--- src/rtl/tlr_pkg.sv ---
// thick line rasterizer package: widths, codes, state enums and queue/result structs
// used by every file of the block; depends on nothing
`timescale 1ns / 1ps

package tlr_pkg;

	// coordinate width of the endpoint fields
	localparam int COORD_BITS = 12;
	// default longest width run
	localparam int RUN_LIMIT_DEF = 31;

	// derived widths
	localparam int DW    = COORD_BITS + 1;      // absolute deltas
	localparam int ERRW  = COORD_BITS + 3;      // line error term, signed
	localparam int EW    = COORD_BITS + 7;      // run error term, signed
	localparam int RW    = COORD_BITS + 6;      // run coordinate, signed
	localparam int DSQW  = 2 * DW + 1;          // dx^2 + dy^2
	localparam int W1SQW = 11;                  // (line_width+1)^2
	localparam int THRW  = DSQW + W1SQW;        // D*(w+1)^2
	localparam int SQW   = 2 * (EW - 1);        // e2^2
	localparam int LHSW  = SQW + 2;             // 4*e2^2

	// fixed field widths
	localparam int MAPW   = 12;
	localparam int LWW    = 5;
	localparam int IDXW   = 22;
	localparam int CFGIW  = 2;
	localparam int QDEPTH = 2;

	// configuration register indexes
	typedef enum logic [CFGIW-1:0] {
		CFG_MAP_WIDTH  = 2'd0,
		CFG_MAP_HEIGHT = 2'd1,
		CFG_LINE_WIDTH = 2'd2
	} cfg_idx_t;

	// input kinds
	typedef enum logic {
		KIND_START = 1'b0,
		KIND_STEP  = 1'b1
	} kind_t;

	typedef enum logic [1:0] {
		F_IDLE,
		F_SQ,
		F_SUM
	} front_st_t;

	typedef enum logic [2:0] {
		B_IDLE,
		B_AXIS,
		B_SQ,
		B_TEST,
		B_EMIT,
		B_END
	} back_st_t;

	// one step job handed from front to back
	typedef struct packed {
		logic                          idle;
		logic                          done;
		logic signed [COORD_BITS-1:0]  cx;
		logic signed [COORD_BITS-1:0]  cy;
		logic signed [COORD_BITS-1:0]  dest_x;
		logic signed [COORD_BITS-1:0]  dest_y;
		logic                          sx_neg;
		logic                          sy_neg;
		logic                          do_ry;
		logic                          do_rx;
		logic signed [EW-1:0]          ry_e2;
		logic signed [EW-1:0]          rx_e2;
		logic [DW-1:0]                 abs_dx;
		logic [DW-1:0]                 abs_dy;
		logic [THRW-1:0]               thr;
	} job_t;

	// one result item
	typedef struct packed {
		logic            pixel_valid;
		logic            in_map;
		logic [IDXW-1:0] tile_index;
		logic            run_cut;
		logic            last_of_step;
		logic            line_done;
	} result_t;

endpackage

--- src/rtl/tlr_if.sv ---
// valid/ready channel interfaces of the thick line rasterizer
// depends on tlr_pkg
`timescale 1ns / 1ps

interface tlr_item_if import tlr_pkg::*; ();
	logic                          valid;
	logic                          ready;
	logic                          kind;
	logic signed [COORD_BITS-1:0]  start_x;
	logic signed [COORD_BITS-1:0]  start_y;
	logic signed [COORD_BITS-1:0]  end_x;
	logic signed [COORD_BITS-1:0]  end_y;
	modport source (output valid, kind, start_x, start_y, end_x, end_y, input ready);
	modport sink (input valid, kind, start_x, start_y, end_x, end_y, output ready);
endinterface

interface tlr_res_if import tlr_pkg::*; ();
	logic            valid;
	logic            ready;
	logic            pixel_valid;
	logic            in_map;
	logic [IDXW-1:0] tile_index;
	logic            run_cut;
	logic            last_of_step;
	logic            line_done;
	modport source (output valid, pixel_valid, in_map, tile_index, run_cut, last_of_step,
		line_done, input ready);
	modport sink (input valid, pixel_valid, in_map, tile_index, run_cut, last_of_step,
		line_done, output ready);
endinterface

interface tlr_cfg_if import tlr_pkg::*; ();
	logic             valid;
	logic             ready;
	logic [CFGIW-1:0] index;
	logic [MAPW-1:0]  data;
	modport source (output valid, index, data, input ready);
	modport sink (input valid, index, data, output ready);
endinterface

--- src/rtl/tlr_fifo.sv ---
// two-entry job queue between front and back
// depends on tlr_pkg
`timescale 1ns / 1ps

module tlr_fifo import tlr_pkg::*; (
	input  logic clk,
	input  logic arst_n,
	input  logic push,
	input  job_t din,
	input  logic pop,
	output job_t dout,
	output logic full,
	output logic empty
);

	localparam int PW = $clog2(QDEPTH);

	job_t              mem_q [QDEPTH];
	logic [PW-1:0]     wr_q;
	logic [PW-1:0]     rd_q;
	logic [PW:0]       cnt_q;

	assign full  = (cnt_q == (PW+1)'(QDEPTH));
	assign empty = (cnt_q == '0);
	assign dout  = mem_q[rd_q];

	// entry storage
	always_ff @(posedge clk) begin
		if (push) begin
			mem_q[wr_q] <= din;
		end
	end

	// pointers and fill count
	always_ff @(posedge clk or negedge arst_n) begin
		if (!arst_n) begin
			wr_q  <= '0;
			rd_q  <= '0;
			cnt_q <= '0;
		end else begin
			if (push) begin
				wr_q <= wr_q + 1'b1;
			end
			if (pop) begin
				rd_q <= rd_q + 1'b1;
			end
			if (push && !pop) begin
				cnt_q <= cnt_q + 1'b1;
			end else if (pop && !push) begin
				cnt_q <= cnt_q - 1'b1;
			end
		end
	end

endmodule

--- src/rtl/tlr_front.sv ---
// front of the rasterizer: takes start and step items, keeps the line walk state
// and queues one job per step; depends on tlr_pkg and tlr_if
`timescale 1ns / 1ps

module tlr_front import tlr_pkg::*; (
	input  logic             clk,
	input  logic             arst_n,
	tlr_item_if.sink         item,
	input  logic [LWW-1:0]   line_width,
	input  logic             q_full,
	output logic             q_push,
	output job_t             q_job
);

	front_st_t st_q, st_n;

	logic signed [COORD_BITS-1:0] cur_x_q, cur_y_q, dest_x_q, dest_y_q;
	logic [DW-1:0]                abs_dx_q, abs_dy_q;
	logic [1:0]                   step_signs_q;
	logic signed [ERRW-1:0]       err_q;
	logic                         active_q;
	logic [2*DW-1:0]              dxsq_q, dysq_q;
	logic [DSQW-1:0]              dsum_q;
	logic [W1SQW-1:0]             w1sq_q;

	logic                         acc, acc_start, acc_step;
	logic signed [DW-1:0]         x0, y0, x1, y1;
	logic [DW-1:0]                adx_n, ady_n;
	logic signed [ERRW:0]         e2x, adx_s, ady_s;
	logic                         cond1, done1, cond2, done2;
	logic signed [ERRW-1:0]       err1, err2;
	logic [LWW:0]                 w1;
	logic [DSQW:0]                dsum_n;

	assign acc       = item.valid && item.ready;
	assign acc_start = acc && (item.kind == KIND_START);
	assign acc_step  = acc && (item.kind == KIND_STEP);

	// next state
	always_comb begin
		st_n = st_q;
		case (st_q)
			F_IDLE: if (acc_start) st_n = F_SQ;
			F_SQ:   st_n = F_SUM;
			F_SUM:  st_n = F_IDLE;
			default: st_n = F_IDLE;
		endcase
	end

	// outputs
	always_comb begin
		item.ready = (st_q == F_IDLE) && !q_full;
		q_push     = acc_step;
	end

	// start setup: deltas and directions
	assign x0 = DW'(item.start_x);
	assign y0 = DW'(item.start_y);
	assign x1 = DW'(item.end_x);
	assign y1 = DW'(item.end_y);
	assign adx_n = (x1 > x0) ? DW'(x1 - x0) : DW'(x0 - x1);
	assign ady_n = (y1 > y0) ? DW'(y1 - y0) : DW'(y0 - y1);

	// step decisions on the current error term
	assign e2x   = {err_q, 1'b0};
	assign adx_s = (ERRW+1)'({1'b0, abs_dx_q});
	assign ady_s = (ERRW+1)'({1'b0, abs_dy_q});
	assign cond1 = e2x >= -adx_s;
	assign done1 = cond1 && (cur_x_q == dest_x_q);
	assign cond2 = !done1 && (e2x <= ady_s);
	assign done2 = cond2 && (cur_y_q == dest_y_q);
	assign err1  = (cond1 && !done1) ? ERRW'(err_q - ERRW'(abs_dy_q)) : err_q;
	assign err2  = (cond2 && !done2) ? ERRW'(err1 + ERRW'(abs_dx_q)) : err1;

	// squared length for the width test
	assign dsum_n = (DSQW+1)'(dxsq_q) + (DSQW+1)'(dysq_q);
	assign w1     = (LWW+1)'(line_width) + 1'b1;

	// job for the back end
	always_comb begin
		q_job        = '0;
		q_job.idle   = !active_q;
		q_job.done   = !active_q || done1 || done2;
		q_job.cx     = cur_x_q;
		q_job.cy     = cur_y_q;
		q_job.dest_x = dest_x_q;
		q_job.dest_y = dest_y_q;
		q_job.sx_neg = step_signs_q[0];
		q_job.sy_neg = step_signs_q[1];
		q_job.do_ry  = active_q && cond1;
		q_job.do_rx  = active_q && cond2;
		q_job.ry_e2  = EW'(err_q) + EW'(abs_dy_q);
		q_job.rx_e2  = EW'(abs_dx_q) - EW'(err_q);
		q_job.abs_dx = abs_dx_q;
		q_job.abs_dy = abs_dy_q;
		q_job.thr    = THRW'(dsum_q * w1sq_q);
	end

	// fsm and control state
	always_ff @(posedge clk or negedge arst_n) begin
		if (!arst_n) begin
			st_q         <= F_IDLE;
			active_q     <= 1'b0;
			cur_x_q      <= '0;
			cur_y_q      <= '0;
			dest_x_q     <= '0;
			dest_y_q     <= '0;
			abs_dx_q     <= '0;
			abs_dy_q     <= '0;
			step_signs_q <= '0;
			err_q        <= '0;
		end else begin
			st_q <= st_n;
			if (acc_start) begin
				cur_x_q      <= item.start_x;
				cur_y_q      <= item.start_y;
				dest_x_q     <= item.end_x;
				dest_y_q     <= item.end_y;
				abs_dx_q     <= adx_n;
				abs_dy_q     <= ady_n;
				step_signs_q <= {!(y0 < y1), !(x0 < x1)};
				err_q        <= ERRW'(adx_n) - ERRW'(ady_n);
				active_q     <= 1'b1;
			end else if (acc_step && active_q) begin
				err_q <= err2;
				if (cond1 && !done1) begin
					cur_x_q <= step_signs_q[0] ? cur_x_q - 1'b1 : cur_x_q + 1'b1;
				end
				if (cond2 && !done2) begin
					cur_y_q <= step_signs_q[1] ? cur_y_q - 1'b1 : cur_y_q + 1'b1;
				end
				if (done1 || done2) begin
					active_q <= 1'b0;
				end
			end
		end
	end

	// squares of the deltas, then their sum (one when both are zero)
	always_ff @(posedge clk) begin
		w1sq_q <= W1SQW'(w1 * w1);
		if (st_q == F_SQ) begin
			dxsq_q <= abs_dx_q * abs_dx_q;
			dysq_q <= abs_dy_q * abs_dy_q;
		end
		if (st_q == F_SUM) begin
			dsum_q <= (dsum_n == '0) ? DSQW'(1) : DSQW'(dsum_n);
		end
	end

endmodule

--- src/rtl/tlr_back.sv ---
// back of the rasterizer: walks the axis pixel and up to two width runs of each job,
// holds the newest pixel until its flags are known; depends on tlr_pkg and tlr_if
`timescale 1ns / 1ps

module tlr_back import tlr_pkg::*; #(
	parameter int RUN_LIMIT = RUN_LIMIT_DEF
) (
	input  logic            clk,
	input  logic            arst_n,
	input  logic [MAPW-1:0] map_width,
	input  logic [MAPW-1:0] map_height,
	input  logic            q_empty,
	input  job_t            q_job,
	output logic            q_pop,
	tlr_res_if.source       res
);

	localparam int KW = $clog2(RUN_LIMIT + 1);

	back_st_t st_q, st_n;
	job_t     job_q;
	logic     ay_q;                  // current run moves along y
	logic signed [RW-1:0] mv_q;
	logic signed [EW-1:0] e2_q;
	logic [KW-1:0]        k_q;
	logic [SQW-1:0]       sq_q;
	result_t pend_q, out_q;
	logic    pend_v_q, out_v_q;

	logic can_emit, do_emit, do_flush, ld_run, ld_ay, adv, set_cut;
	logic run_ok, stop;
	logic signed [RW-1:0] px, py, tgt, fix;
	logic signed [RW-1:0] dir;
	logic [EW-1:0]        inc;
	logic                 major, in_bounds;
	logic [LHSW-1:0]      lhs;
	result_t              pix;
	result_t              last_pix;
	logic                 next_rx;

	function automatic logic q_job_run(input job_t j);
		return j.do_ry || j.do_rx;
	endfunction

	// the held pixel may move on when the output register frees
	assign can_emit = !pend_v_q || !out_v_q || res.ready;

	// run parameters
	assign fix   = ay_q ? RW'(job_q.cx) : RW'(job_q.cy);
	assign tgt   = ay_q ? RW'(job_q.dest_y) : RW'(job_q.dest_x);
	assign dir   = (ay_q ? job_q.sy_neg : job_q.sx_neg) ? -RW'(1) : RW'(1);
	assign inc   = ay_q ? EW'(job_q.abs_dx) : EW'(job_q.abs_dy);
	assign major = ay_q ? (job_q.abs_dx > job_q.abs_dy) : (job_q.abs_dx < job_q.abs_dy);

	// width test on the registered square
	assign lhs    = {sq_q, 2'b00};
	assign run_ok = (e2_q[EW-1] || (lhs < LHSW'(job_q.thr))) && ((tgt != mv_q) || major);
	assign stop   = !run_ok || (k_q == KW'(RUN_LIMIT));
	assign next_rx = ay_q && job_q.do_rx;

	// pixel coordinate, clipping and tile index
	always_comb begin
		if (st_q == B_AXIS) begin
			px = RW'(job_q.cx);
			py = RW'(job_q.cy);
		end else if (ay_q) begin
			px = fix;
			py = mv_q;
		end else begin
			px = mv_q;
			py = fix;
		end
		in_bounds = (px >= 0) && (px < RW'({1'b0, map_width})) &&
			(py >= 0) && (py < RW'({1'b0, map_height}));
		pix              = '0;
		pix.pixel_valid  = !job_q.idle || (st_q != B_AXIS);
		pix.in_map       = pix.pixel_valid && in_bounds;
		pix.tile_index   = pix.in_map ?
			IDXW'(py[MAPW-1:0] * map_width + IDXW'(px[MAPW-1:0])) : '0;
	end

	// closing result of a step
	always_comb begin
		last_pix              = pend_q;
		last_pix.last_of_step = 1'b1;
		last_pix.line_done    = job_q.done;
	end

	// next state
	always_comb begin
		st_n = st_q;
		case (st_q)
			B_IDLE: if (!q_empty) st_n = B_AXIS;
			B_AXIS: begin
				if (can_emit) begin
					st_n = (q_job_run(job_q)) ? B_SQ : B_END;
				end
			end
			B_SQ: st_n = B_TEST;
			B_TEST: begin
				if (!stop) st_n = B_EMIT;
				else if (next_rx) st_n = B_SQ;
				else st_n = B_END;
			end
			B_EMIT: if (can_emit) st_n = B_SQ;
			B_END: if (!out_v_q || res.ready) st_n = B_IDLE;
			default: st_n = B_IDLE;
		endcase
	end

	// outputs of the sequencer
	always_comb begin
		q_pop    = 1'b0;
		do_emit  = 1'b0;
		do_flush = 1'b0;
		ld_run   = 1'b0;
		ld_ay    = 1'b0;
		adv      = 1'b0;
		set_cut  = 1'b0;
		case (st_q)
			B_IDLE: q_pop = !q_empty;
			B_AXIS: begin
				do_emit = can_emit;
				ld_run  = can_emit && q_job_run(job_q);
				ld_ay   = job_q.do_ry;
			end
			B_TEST: begin
				adv     = !stop;
				set_cut = run_ok;
				ld_run  = stop && next_rx;
				ld_ay   = 1'b0;
			end
			B_EMIT: do_emit = can_emit;
			B_END: do_flush = !out_v_q || res.ready;
			default: ;
		endcase
	end

	assign res.valid        = out_v_q;
	assign res.pixel_valid  = out_q.pixel_valid;
	assign res.in_map       = out_q.in_map;
	assign res.tile_index   = out_q.tile_index;
	assign res.run_cut      = out_q.run_cut;
	assign res.last_of_step = out_q.last_of_step;
	assign res.line_done    = out_q.line_done;

	// control state and output register valid
	always_ff @(posedge clk or negedge arst_n) begin
		if (!arst_n) begin
			st_q     <= B_IDLE;
			pend_v_q <= 1'b0;
			out_v_q  <= 1'b0;
		end else begin
			st_q <= st_n;
			if ((do_emit && pend_v_q) || do_flush) begin
				out_v_q <= 1'b1;
			end else if (res.ready) begin
				out_v_q <= 1'b0;
			end
			if (do_emit) begin
				pend_v_q <= 1'b1;
			end else if (do_flush) begin
				pend_v_q <= 1'b0;
			end
		end
	end

	// job, run walk and pixel payload
	always_ff @(posedge clk) begin
		if (q_pop) begin
			job_q <= q_job;
		end
		if (ld_run) begin
			ay_q <= ld_ay;
			mv_q <= ld_ay ? RW'(job_q.cy) : RW'(job_q.cx);
			e2_q <= ld_ay ? job_q.ry_e2 : job_q.rx_e2;
			k_q  <= '0;
		end else if (adv) begin
			mv_q <= mv_q + dir;
			e2_q <= e2_q + inc;
			k_q  <= k_q + 1'b1;
		end
		if (st_q == B_SQ) begin
			sq_q <= e2_q[EW-2:0] * e2_q[EW-2:0];
		end
		if (do_emit) begin
			if (pend_v_q) begin
				out_q <= pend_q;
			end
			pend_q <= pix;
		end else if (do_flush) begin
			out_q <= last_pix;
		end else if (set_cut && stop) begin
			pend_q.run_cut <= 1'b1;
		end
	end

endmodule

--- src/rtl/thick_line_rasterizer_top.sv ---
// thick line rasterizer top level: configuration registers, front, job queue, back
// depends on tlr_pkg, tlr_if, tlr_front, tlr_fifo, tlr_back
//
// channel   role   carries
// cfg       sink   register index and data
// item      sink   kind, start_x, start_y, end_x, end_y
// res       source pixel_valid, in_map, tile_index, run_cut, last_of_step, line_done
//
// a start item takes the front through F_SQ and F_SUM (squares of the deltas, then their sum)
// a step item is queued as it is accepted; the back pops the job (B_IDLE), emits the
// axis pixel (B_AXIS), takes B_SQ, B_TEST, B_EMIT per run pixel through its squaring
// multiplier, B_SQ, B_TEST per run stop and B_END to close the step
// reset clears all control state; the queue lets front and back stall independently
`timescale 1ns / 1ps

module thick_line_rasterizer_top import tlr_pkg::*; #(
	parameter int RUN_LIMIT = RUN_LIMIT_DEF
) (
	input  logic      clk,
	input  logic      arst_n,
	tlr_cfg_if.sink   cfg,
	tlr_item_if.sink  item,
	tlr_res_if.source res
);

	logic [MAPW-1:0] map_width_q, map_height_q;
	logic [LWW-1:0]  line_width_q;
	logic            q_push, q_pop, q_full, q_empty;
	job_t            q_din, q_dout;

	assign cfg.ready = 1'b1;

	// configuration registers
	always_ff @(posedge clk or negedge arst_n) begin
		if (!arst_n) begin
			map_width_q  <= MAPW'(1024);
			map_height_q <= MAPW'(1024);
			line_width_q <= LWW'(1);
		end else if (cfg.valid) begin
			case (cfg.index)
				CFG_MAP_WIDTH:  map_width_q  <= cfg.data;
				CFG_MAP_HEIGHT: map_height_q <= cfg.data;
				CFG_LINE_WIDTH: line_width_q <= cfg.data[LWW-1:0];
				default: ;
			endcase
		end
	end

	tlr_front u_front (
		.clk        (clk),
		.arst_n     (arst_n),
		.item       (item),
		.line_width (line_width_q),
		.q_full     (q_full),
		.q_push     (q_push),
		.q_job      (q_din)
	);

	tlr_fifo u_fifo (
		.clk    (clk),
		.arst_n (arst_n),
		.push   (q_push),
		.din    (q_din),
		.pop    (q_pop),
		.dout   (q_dout),
		.full   (q_full),
		.empty  (q_empty)
	);

	tlr_back #(
		.RUN_LIMIT (RUN_LIMIT)
	) u_back (
		.clk        (clk),
		.arst_n     (arst_n),
		.map_width  (map_width_q),
		.map_height (map_height_q),
		.q_empty    (q_empty),
		.q_job      (q_dout),
		.q_pop      (q_pop),
		.res        (res)
	);

	// no push into a full queue unless a pop frees an entry in the same cycle
	a_no_overflow: assert property (@(posedge clk) disable iff (!arst_n)
		!(q_push && q_full && !q_pop))
		else $error("job queue overflow");

	// no pop from an empty queue
	a_no_underflow: assert property (@(posedge clk) disable iff (!arst_n)
		!(q_pop && q_empty))
		else $error("job queue underflow");

	// pixels outside the map carry a zero index
	a_clip_index: assert property (@(posedge clk) disable iff (!arst_n)
		res.valid && !res.in_map |-> res.tile_index == '0)
		else $error("nonzero tile index outside map");

	// a done mark only comes with the end of a step
	a_done_last: assert property (@(posedge clk) disable iff (!arst_n)
		res.valid && res.line_done |-> res.last_of_step)
		else $error("line_done without last_of_step");

endmodule
--- src/flat_wrapper.sv ---
// flat-port wrapper written by rule: the top's interface ports become plain ports
module thick_line_rasterizer_top_flat import tlr_pkg::*;
#(
	parameter int RUN_LIMIT = RUN_LIMIT_DEF
)
  (clk, arst_n, cfg_valid, cfg_index, cfg_data, cfg_ready, item_valid, item_kind, item_start_x, item_start_y, item_end_x, item_end_y, item_ready, res_valid, res_pixel_valid, res_in_map, res_tile_index, res_run_cut, res_last_of_step, res_line_done, res_ready);
  tlr_cfg_if cfg_i ();
  tlr_item_if item_i ();
  tlr_res_if res_i ();
  input  logic clk;
  input  logic arst_n;
  input wire logic [$bits(cfg_i.valid)-1:0] cfg_valid;
  input wire logic [$bits(cfg_i.index)-1:0] cfg_index;
  input wire logic [$bits(cfg_i.data)-1:0] cfg_data;
  output wire logic [$bits(cfg_i.ready)-1:0] cfg_ready;
  input wire logic [$bits(item_i.valid)-1:0] item_valid;
  input wire logic [$bits(item_i.kind)-1:0] item_kind;
  input wire logic [$bits(item_i.start_x)-1:0] item_start_x;
  input wire logic [$bits(item_i.start_y)-1:0] item_start_y;
  input wire logic [$bits(item_i.end_x)-1:0] item_end_x;
  input wire logic [$bits(item_i.end_y)-1:0] item_end_y;
  output wire logic [$bits(item_i.ready)-1:0] item_ready;
  output wire logic [$bits(res_i.valid)-1:0] res_valid;
  output wire logic [$bits(res_i.pixel_valid)-1:0] res_pixel_valid;
  output wire logic [$bits(res_i.in_map)-1:0] res_in_map;
  output wire logic [$bits(res_i.tile_index)-1:0] res_tile_index;
  output wire logic [$bits(res_i.run_cut)-1:0] res_run_cut;
  output wire logic [$bits(res_i.last_of_step)-1:0] res_last_of_step;
  output wire logic [$bits(res_i.line_done)-1:0] res_line_done;
  input wire logic [$bits(res_i.ready)-1:0] res_ready;
  assign cfg_i.valid = cfg_valid;
  assign cfg_i.index = cfg_index;
  assign cfg_i.data = cfg_data;
  assign cfg_ready = cfg_i.ready;
  assign item_i.valid = item_valid;
  assign item_i.kind = item_kind;
  assign item_i.start_x = item_start_x;
  assign item_i.start_y = item_start_y;
  assign item_i.end_x = item_end_x;
  assign item_i.end_y = item_end_y;
  assign item_ready = item_i.ready;
  assign res_valid = res_i.valid;
  assign res_pixel_valid = res_i.pixel_valid;
  assign res_in_map = res_i.in_map;
  assign res_tile_index = res_i.tile_index;
  assign res_run_cut = res_i.run_cut;
  assign res_last_of_step = res_i.last_of_step;
  assign res_line_done = res_i.line_done;
  assign res_i.ready = res_ready;
  thick_line_rasterizer_top #(.RUN_LIMIT(RUN_LIMIT)) u_core (.clk(clk), .arst_n(arst_n), .cfg(cfg_i), .item(item_i), .res(res_i));
endmodule
--- config.mk ---
export PLATFORM = sky130hd
export DESIGN_NAME = thick_line_rasterizer_top_flat
export DESIGN_NICKNAME = d
export VERILOG_FILES = /design/src/rtl/tlr_pkg.sv /design/src/rtl/tlr_if.sv /design/src/rtl/tlr_fifo.sv /design/src/rtl/tlr_front.sv /design/src/rtl/tlr_back.sv /design/src/rtl/thick_line_rasterizer_top.sv /design/src/flat_wrapper.sv
export SDC_FILE = /design/constraint.sdc
export NUM_CORES = 2
export LEC_CHECK = 0
export BUFFER_PORTS_ARGS = -buffer_cell sky130_fd_sc_hd__buf_2
export CAP_MARGIN = 25
export CORE_MARGIN = 10
export CORE_UTILIZATION = 55
export DETAILED_ROUTE_END_ITERATION = 10
export GPL_TIMING_DRIVEN = 0
export PLACE_DENSITY_LB_ADDON = 0.12
export SYNTH_ARGS = -nofsm -noshare
export SYNTH_HDL_FRONTEND = slang
export SYNTH_HIERARCHICAL = 1
export SYNTH_SLANG_ARGS = --single-unit
--- constraint.sdc ---
create_clock -name clk -period 26.6 [get_ports clk]
set_clock_uncertainty 0.1 [all_clocks]
set_input_delay 2.66 -clock clk [delete_from_list [all_inputs] [get_ports clk]]
set_output_delay 2.66 -clock clk [all_outputs]
set_load 0.01 [all_outputs]
* Word-level counts from Yosys, hierarchy flattened *
Memories as Yosys holds them, arrays and structs flattened. A register that Yosys moved wholly into a read port is not among the register bits.
Index checks and enable logic that the tools add are counted.

storage, ports and cells
  memories kept = 1
  flip-flop bits (word level) = 353
  logic and storage cells = 239
  output and inout bits = 30
  bits in writable memories = 312

memory list
  name                 words  bits a word  rd ports  clocked after Yosys merged registers in  wr ports  line            source
  u_core.u_fifo.mem_q  2      156          1         1                                        1         tlr_fifo.sv:18  job_t mem_q [QDEPTH];

cells by class
  bitwise operators = 2
  reductions and logical operators = 73
  $add $sub $neg = 24
  $lt $le $gt $ge = 13
  mux-type cells = 61
  equal/unequal tests = 21
  multipliers = 6

operators with widths
  kind                   number
  $mux 18                10
  $mux 12                8
  $mux 27                3
  $mux 15                4
  $mux 19                3
  $mul 13x13->26         2
  $sub 12x12->13         4
  $mux 13                3
  $lt 38x38->1           1
  $mul 27x11->38         1
  $ge 18x1->1 const B    2
  $lt 18x12->1           2
  $mul 18x18->36         1
  $logic_not 28->1       1
  $add 26x26->27         1
  $add 12x1->12 const B  2
  $eq 12x12->1           2
  $gt 12x12->1           2
  $logic_and 1x1->1      24
  $lt 12x12->1           2
  $sub 12x1->12 const B  2
  $add 22x12->22         1
  $mul 12x12->22         1
  $mux 3                 7
  other kinds (41)       111

* Logic depth before layout (Yosys ltp) *
  word-level depth = 11
  gate-level depth with buffers = 29
  gate-level depth less buffers = 25

* Modules after synthesis *
The synthesis kept the hierarchy.

by module, submodules not included
  module                     cells an instance  area each (um2)  instances
  tlr_front                  3,851              33,560.9         1
  tlr_back                   2,655              27,770.4         1
  tlr_fifo                   501                11,483.5         1
  thick_line_rasterizer_top  65                 1,136.1          1

* Least setup slack after synthesis *
Ideal clock, no wire load.

  path kind = flip-flop to flip-flop
  from = register u_core.u_back.st_q[1]
  to = register u_core.u_fifo.cnt_q[1]
  arrival = 17.118 ns
  clock period less this slack = 17.298 ns
  path buffers = 1
  stages on the path, launching flop included = 7
  slack = 9.302 ns
  required time = 26.421 ns
  path through = dfrtp_1 > clkbuf_1 > nor4_1 > inv_1 > ha_1 > nor2_1 > xor2_1

between the ends
  word-level cells in the longest chain between the ends = 5
  elaborated cells between the ends (all ways) = 7
  those cells by class = mux (2); reduce/logical (5)

ends and longest elaborated chain
  what                                         line                             source
  from (decl)                                  tlr_back.sv:20                   back_st_t st_q, st_n;
  from (signal assigned)                       tlr_back.sv:154                  st_q <= st_n;
  $logic_not 3->1 *                            tlr_back.sv:120                  case (st_q)
  $mux 1 *                                     tlr_back.sv:120
  net u_core.q_pop                             thick_line_rasterizer_top.sv:28  logic q_push, q_pop, q_full, q_empty;
  $logic_not 1->1                              tlr_fifo.sv:47                   if (push && !pop) begin
  $logic_and 1x1->1                            tlr_fifo.sv:47
  $mux 2 or $reduce_bool 2->1 (tied branches)  --
  to (signal assigned)                         tlr_fifo.sv:48                   cnt_q <= cnt_q + 1'b1;
  to (signal assigned)                         tlr_fifo.sv:50                   cnt_q <= cnt_q - 1'b1;
  to (decl)                                    tlr_fifo.sv:21                   logic [PW:0] cnt_q;

The timed path passes the listed nets; every way through them passes the cells marked *.
A chain may end at the register's enable or synchronous reset.

* Worst setup path in the final report *
  from = register u_core.u_back.ay_q
  to = register u_core.u_back.pend_q, in the netlist u_core/u_back/last_pix[24] (data pin)

between the ends
  word-level cells in the longest chain between the ends = 8
  elaborated cells between the ends (all ways) = 15
  those cells by class = add/sub (1); mul (1); order compare (4); mux (5); reduce/logical (4)

ends and longest elaborated chain
  what                                                    line             source
  from (decl)                                             tlr_back.sv:22   logic ay_q;
  from (signal assigned)                                  tlr_back.sv:174  ay_q <= ld_ay;
  branches (longest 8 deep; another with $mul 12x12->22)  --
  to (signal assigned)                                    tlr_back.sv:190  pend_q <= pix;
  to (decl)                                               tlr_back.sv:27   result_t pend_q, out_q;

Several ways; the timed one is not identified.

==> results.sh <==
export IMPL_hold_buffers=0
export IMPL_clk_pin_slew_ps=60
export IMPL_gr_total_overflow=0
export IMPL_grt_usage_pct=24.9
export IMPL_totalNegativeSetupSlack_ps=0
export IMPL_grt_pass1_wl_mm=295
export IMPL_ys_seq_area_share_pct=32.1
export IMPL_holdCritPathClass="flip-flop to flip-flop"
export IMPL_synthCells=7072
export IMPL_async_reset_ff_share_pct=16.2
export IMPL_synth_compound_area_share_pct=8.16
export IMPL_max_freq_mhz=116
export IMPL_dp_hpwl_mm=152
export IMPL_nets=8839
export IMPL_yosys_warnings=6
export IMPL_cts_num_sinks=817
export IMPL_portBuffers=96
export IMPL_cts_tree="yes"
export IMPL_synth_cell_types=110
export IMPL_final_util_pct=60.1
export IMPL_start_util_pct=55.4
export IMPL_whs_ps=318
export IMPL_required_ps=26880
export IMPL_die_y_um=387
export IMPL_vias=50700
export IMPL_fillers=11300
export IMPL_floorplan_rows=134
export IMPL_clockBufferDepth=3
export IMPL_ant_nets=0
export IMPL_cap_viol_max_count=0
export IMPL_seq_area_um2=23700
export IMPL_status="completed"
export IMPL_cts_repair_resized=0
export IMPL_ioPinCount=98
export IMPL_relSlewSlack_pct=33.2
export IMPL_grt_pass1_vias=52500
export IMPL_rsz0062_at_grt="no"
export IMPL_synth_top_family_by_area="adder cells"
export IMPL_path_max_fanout=10
export IMPL_fin_crit_sh_pct=32.3
export IMPL_finalSetupViolations=0
export IMPL_synthFlopType="edfxtp_1"
export IMPL_drc=0
export IMPL_worstSkewPairLatency_ps=680
export IMPL_min_period_ps=8600
export IMPL_postCtsSetupBuffers=0
export IMPL_antenna_found_initial=10
export IMPL_synth_edf_count=669
export IMPL_hold_violations=0
export IMPL_synthSimpleGateAreaFrac_pct=10.5
export IMPL_cts_inserted_buffers=87
export IMPL_grt_max_degree=86
export IMPL_crit_arrival_ps=8880
export IMPL_gp_congestion=0.919
export IMPL_core_um2=133000
export IMPL_die_width_um=387
export IMPL_drtIter0Drc=3625
export IMPL_synth_area_mux_share_pct=4.49
export IMPL_htreeDepth=3
export IMPL_via_per_inst=5.55
export IMPL_wl_mm=188
export IMPL_die_area_um2=150000
export IMPL_worst_pin_slew_ps=994
export IMPL_synth_xor_area_share_pct=4.04
export IMPL_drive_gt1_share_pct=8.40
export IMPL_multiInputGateArea_um2=44200
export IMPL_syn_area_um2=74000
export IMPL_wl_per_cell_um=20.5
export IMPL_cts_root_buf="clkbuf_16"
export IMPL_setup_worst_path_end_class="flip-flop"
export IMPL_critPathKind="flip-flop to flip-flop"
export IMPL_antennaDiodeCount=0
export IMPL_critPathLaunchType="flip-flop"
export IMPL_synth_seq_cells=817
export IMPL_synthAdderAreaFrac_pct=32.5
export IMPL_slew_violations=0
export IMPL_firstDrtPassIters=8
export IMPL_syn_area_per_cell_um2=10.5
export IMPL_syn2layout_area_growth_pct=8.41
## final timing paths
path / cells after the start / slack, ps / to / from
hold reg to reg: 0 / 320 / u_core/u_back/res.tile_index[6] / u_core/u_back/last_pix[9]
setup / recovery: 26 / 18000 / u_core/u_back/last_pix[24] / u_core/u_back/ay_q
max in group asynchronous: 2 / 23740 / u_core/u_front/err_q[1] / arst_n
min in group asynchronous: 1 / 1840 / u_core/u_front/cur_y_q[6] / arst_n
hold / removal: 0 / 320 / u_core/u_back/res.tile_index[6] / u_core/u_back/last_pix[9]
setup reg to reg: 26 / 18000 / u_core/u_back/last_pix[24] / u_core/u_back/ay_q
## per-stage QoR
step           setup slack [ps]  std cells  area [um2]
4_1_cts                   17980       9139       80200
3_5_place_dp              18040       8976       77200
2_1_floorplan              9300       7073       74000
6_report                  18000       9140       80200
5_1_grt                   17520       9140       80200
3_3_place_gp                445       8937       76600
## kinds of logic (layout without fill, tap and decap cells)
logic type	Yosys count	count (layout)
other	3	4
AOI/OAI and AO/OA	933	933
muxes	302	302
xor gates and xnor gates	341	341
buffers and inverters	1576	1875
adders and majority gates	1473	1473
and+or+nand+nor	1627	1627
DFF	817	817
## cells in the mapped netlist, types with 66 or more instances
cell type	number	area share (%)
and2_1	277	2.3
nand2_1	647	3.3
inv_1	1333	6.8
ha_1	726	12
edfxtp_1	669	27
mux2i_1	66	0.89
a21o_1	117	1.2
xnor2_1	214	2.5
dfrtp_1	129	4.4
a21oi_1	273	1.8
fa_1	747	20
mux2_2	236	3.6
nor2_1	336	1.7
clkbuf_1	183	0.93
o21ai_0	210	1.4
xor2_1	127	1.5
nand3_1	66	0.45
## cell usage in the layout (no fill, tap or decap), types with 16 or more instances in the layout
cell / instances
buf_4: 32
edfxtp_1: 669
and3_1: 27
nor3_1: 45
o21a_1: 31
o211ai_1: 23
a21o_1: 117
o21ai_1: 16
a31oi_1: 27
buf_6: 20
or3_1: 17
nor4_1: 25
nand2_1: 647
buf_2: 118
o21ai_0: 210
a21oi_1: 273
o31ai_1: 23
nor2_1: 335
clkbuf_16: 87
fa_1: 747
o21bai_1: 35
ha_1: 726
xor2_1: 127
nand3_1: 66
dfrtp_1: 129
mux2i_1: 66
or2_2: 18
clkbuf_1: 207
nor2b_1: 60
xnor2_1: 214
nand2b_1: 28
dfxtp_1: 16
mux2_2: 236
nand4_1: 31
and2_1: 275
inv_1: 1333
a211oi_1: 22
## worst max-delay path, cell delays in order, from the launching register on
cell,delay (ps)
edfxtp_1,390
buf_6,190
buf_6,210
clkbuf_1,660
nand2_1,250
buf_2,280
o21ai_0,710
clkbuf_1,500
nand2_1,150
fa_1,530
fa_1,550
inv_1,50
fa_1,500
fa_1,550
inv_1,50
fa_1,530
inv_1,50
ha_1,360
a21o_1,200
a21o_1,180
a21o_1,200
a21oi_1,170
a21boi_0,110
o21ai_0,350
a21oi_1,180
nor3_1,210
nor3b_1,70
## sequential cells by signal (all words and copies together), names as in the netlist, 18 cells and up
signal                        cells
u_core/u_back/e2_q               19
u_core/u_back/job_q             156
u_core/u_back/last_pix           25
u_core/u_back/mv_q               18
u_core/u_back/res.tile_index     22
u_core/u_back/sq_q               35
u_core/u_fifo/mem_q             312
u_core/u_front/dsum_q            27
u_core/u_front/dxsq_q            25
u_core/u_front/dysq_q            25
## area by class of cell
type / instances / area share, %
Tap cell: 1768 / 2.76
Sequential cell: 817 / 29.6
Timing Repair Buffer: 136 / 1.27
Multi-Input combinational cell: 4680 / 55.1
Buffer: 237 / 1.36
Inverter: 1339 / 6.27
Clock buffer: 113 / 2.86
Clock inverter: 50 / 0.815
## metal layers
metal,global-route usage [%],vias to the layer above,routed length (um)
met5,0,-,27
met4,7.95,4,6520
met3,2.95,300,10400
met2,41.5,1463,89400
met1,33.7,25400,81300
li1,-,23600,-
Power is not shown: default switching activity piles up to over one toggle a cycle in this logic, so the estimate is an artifact.
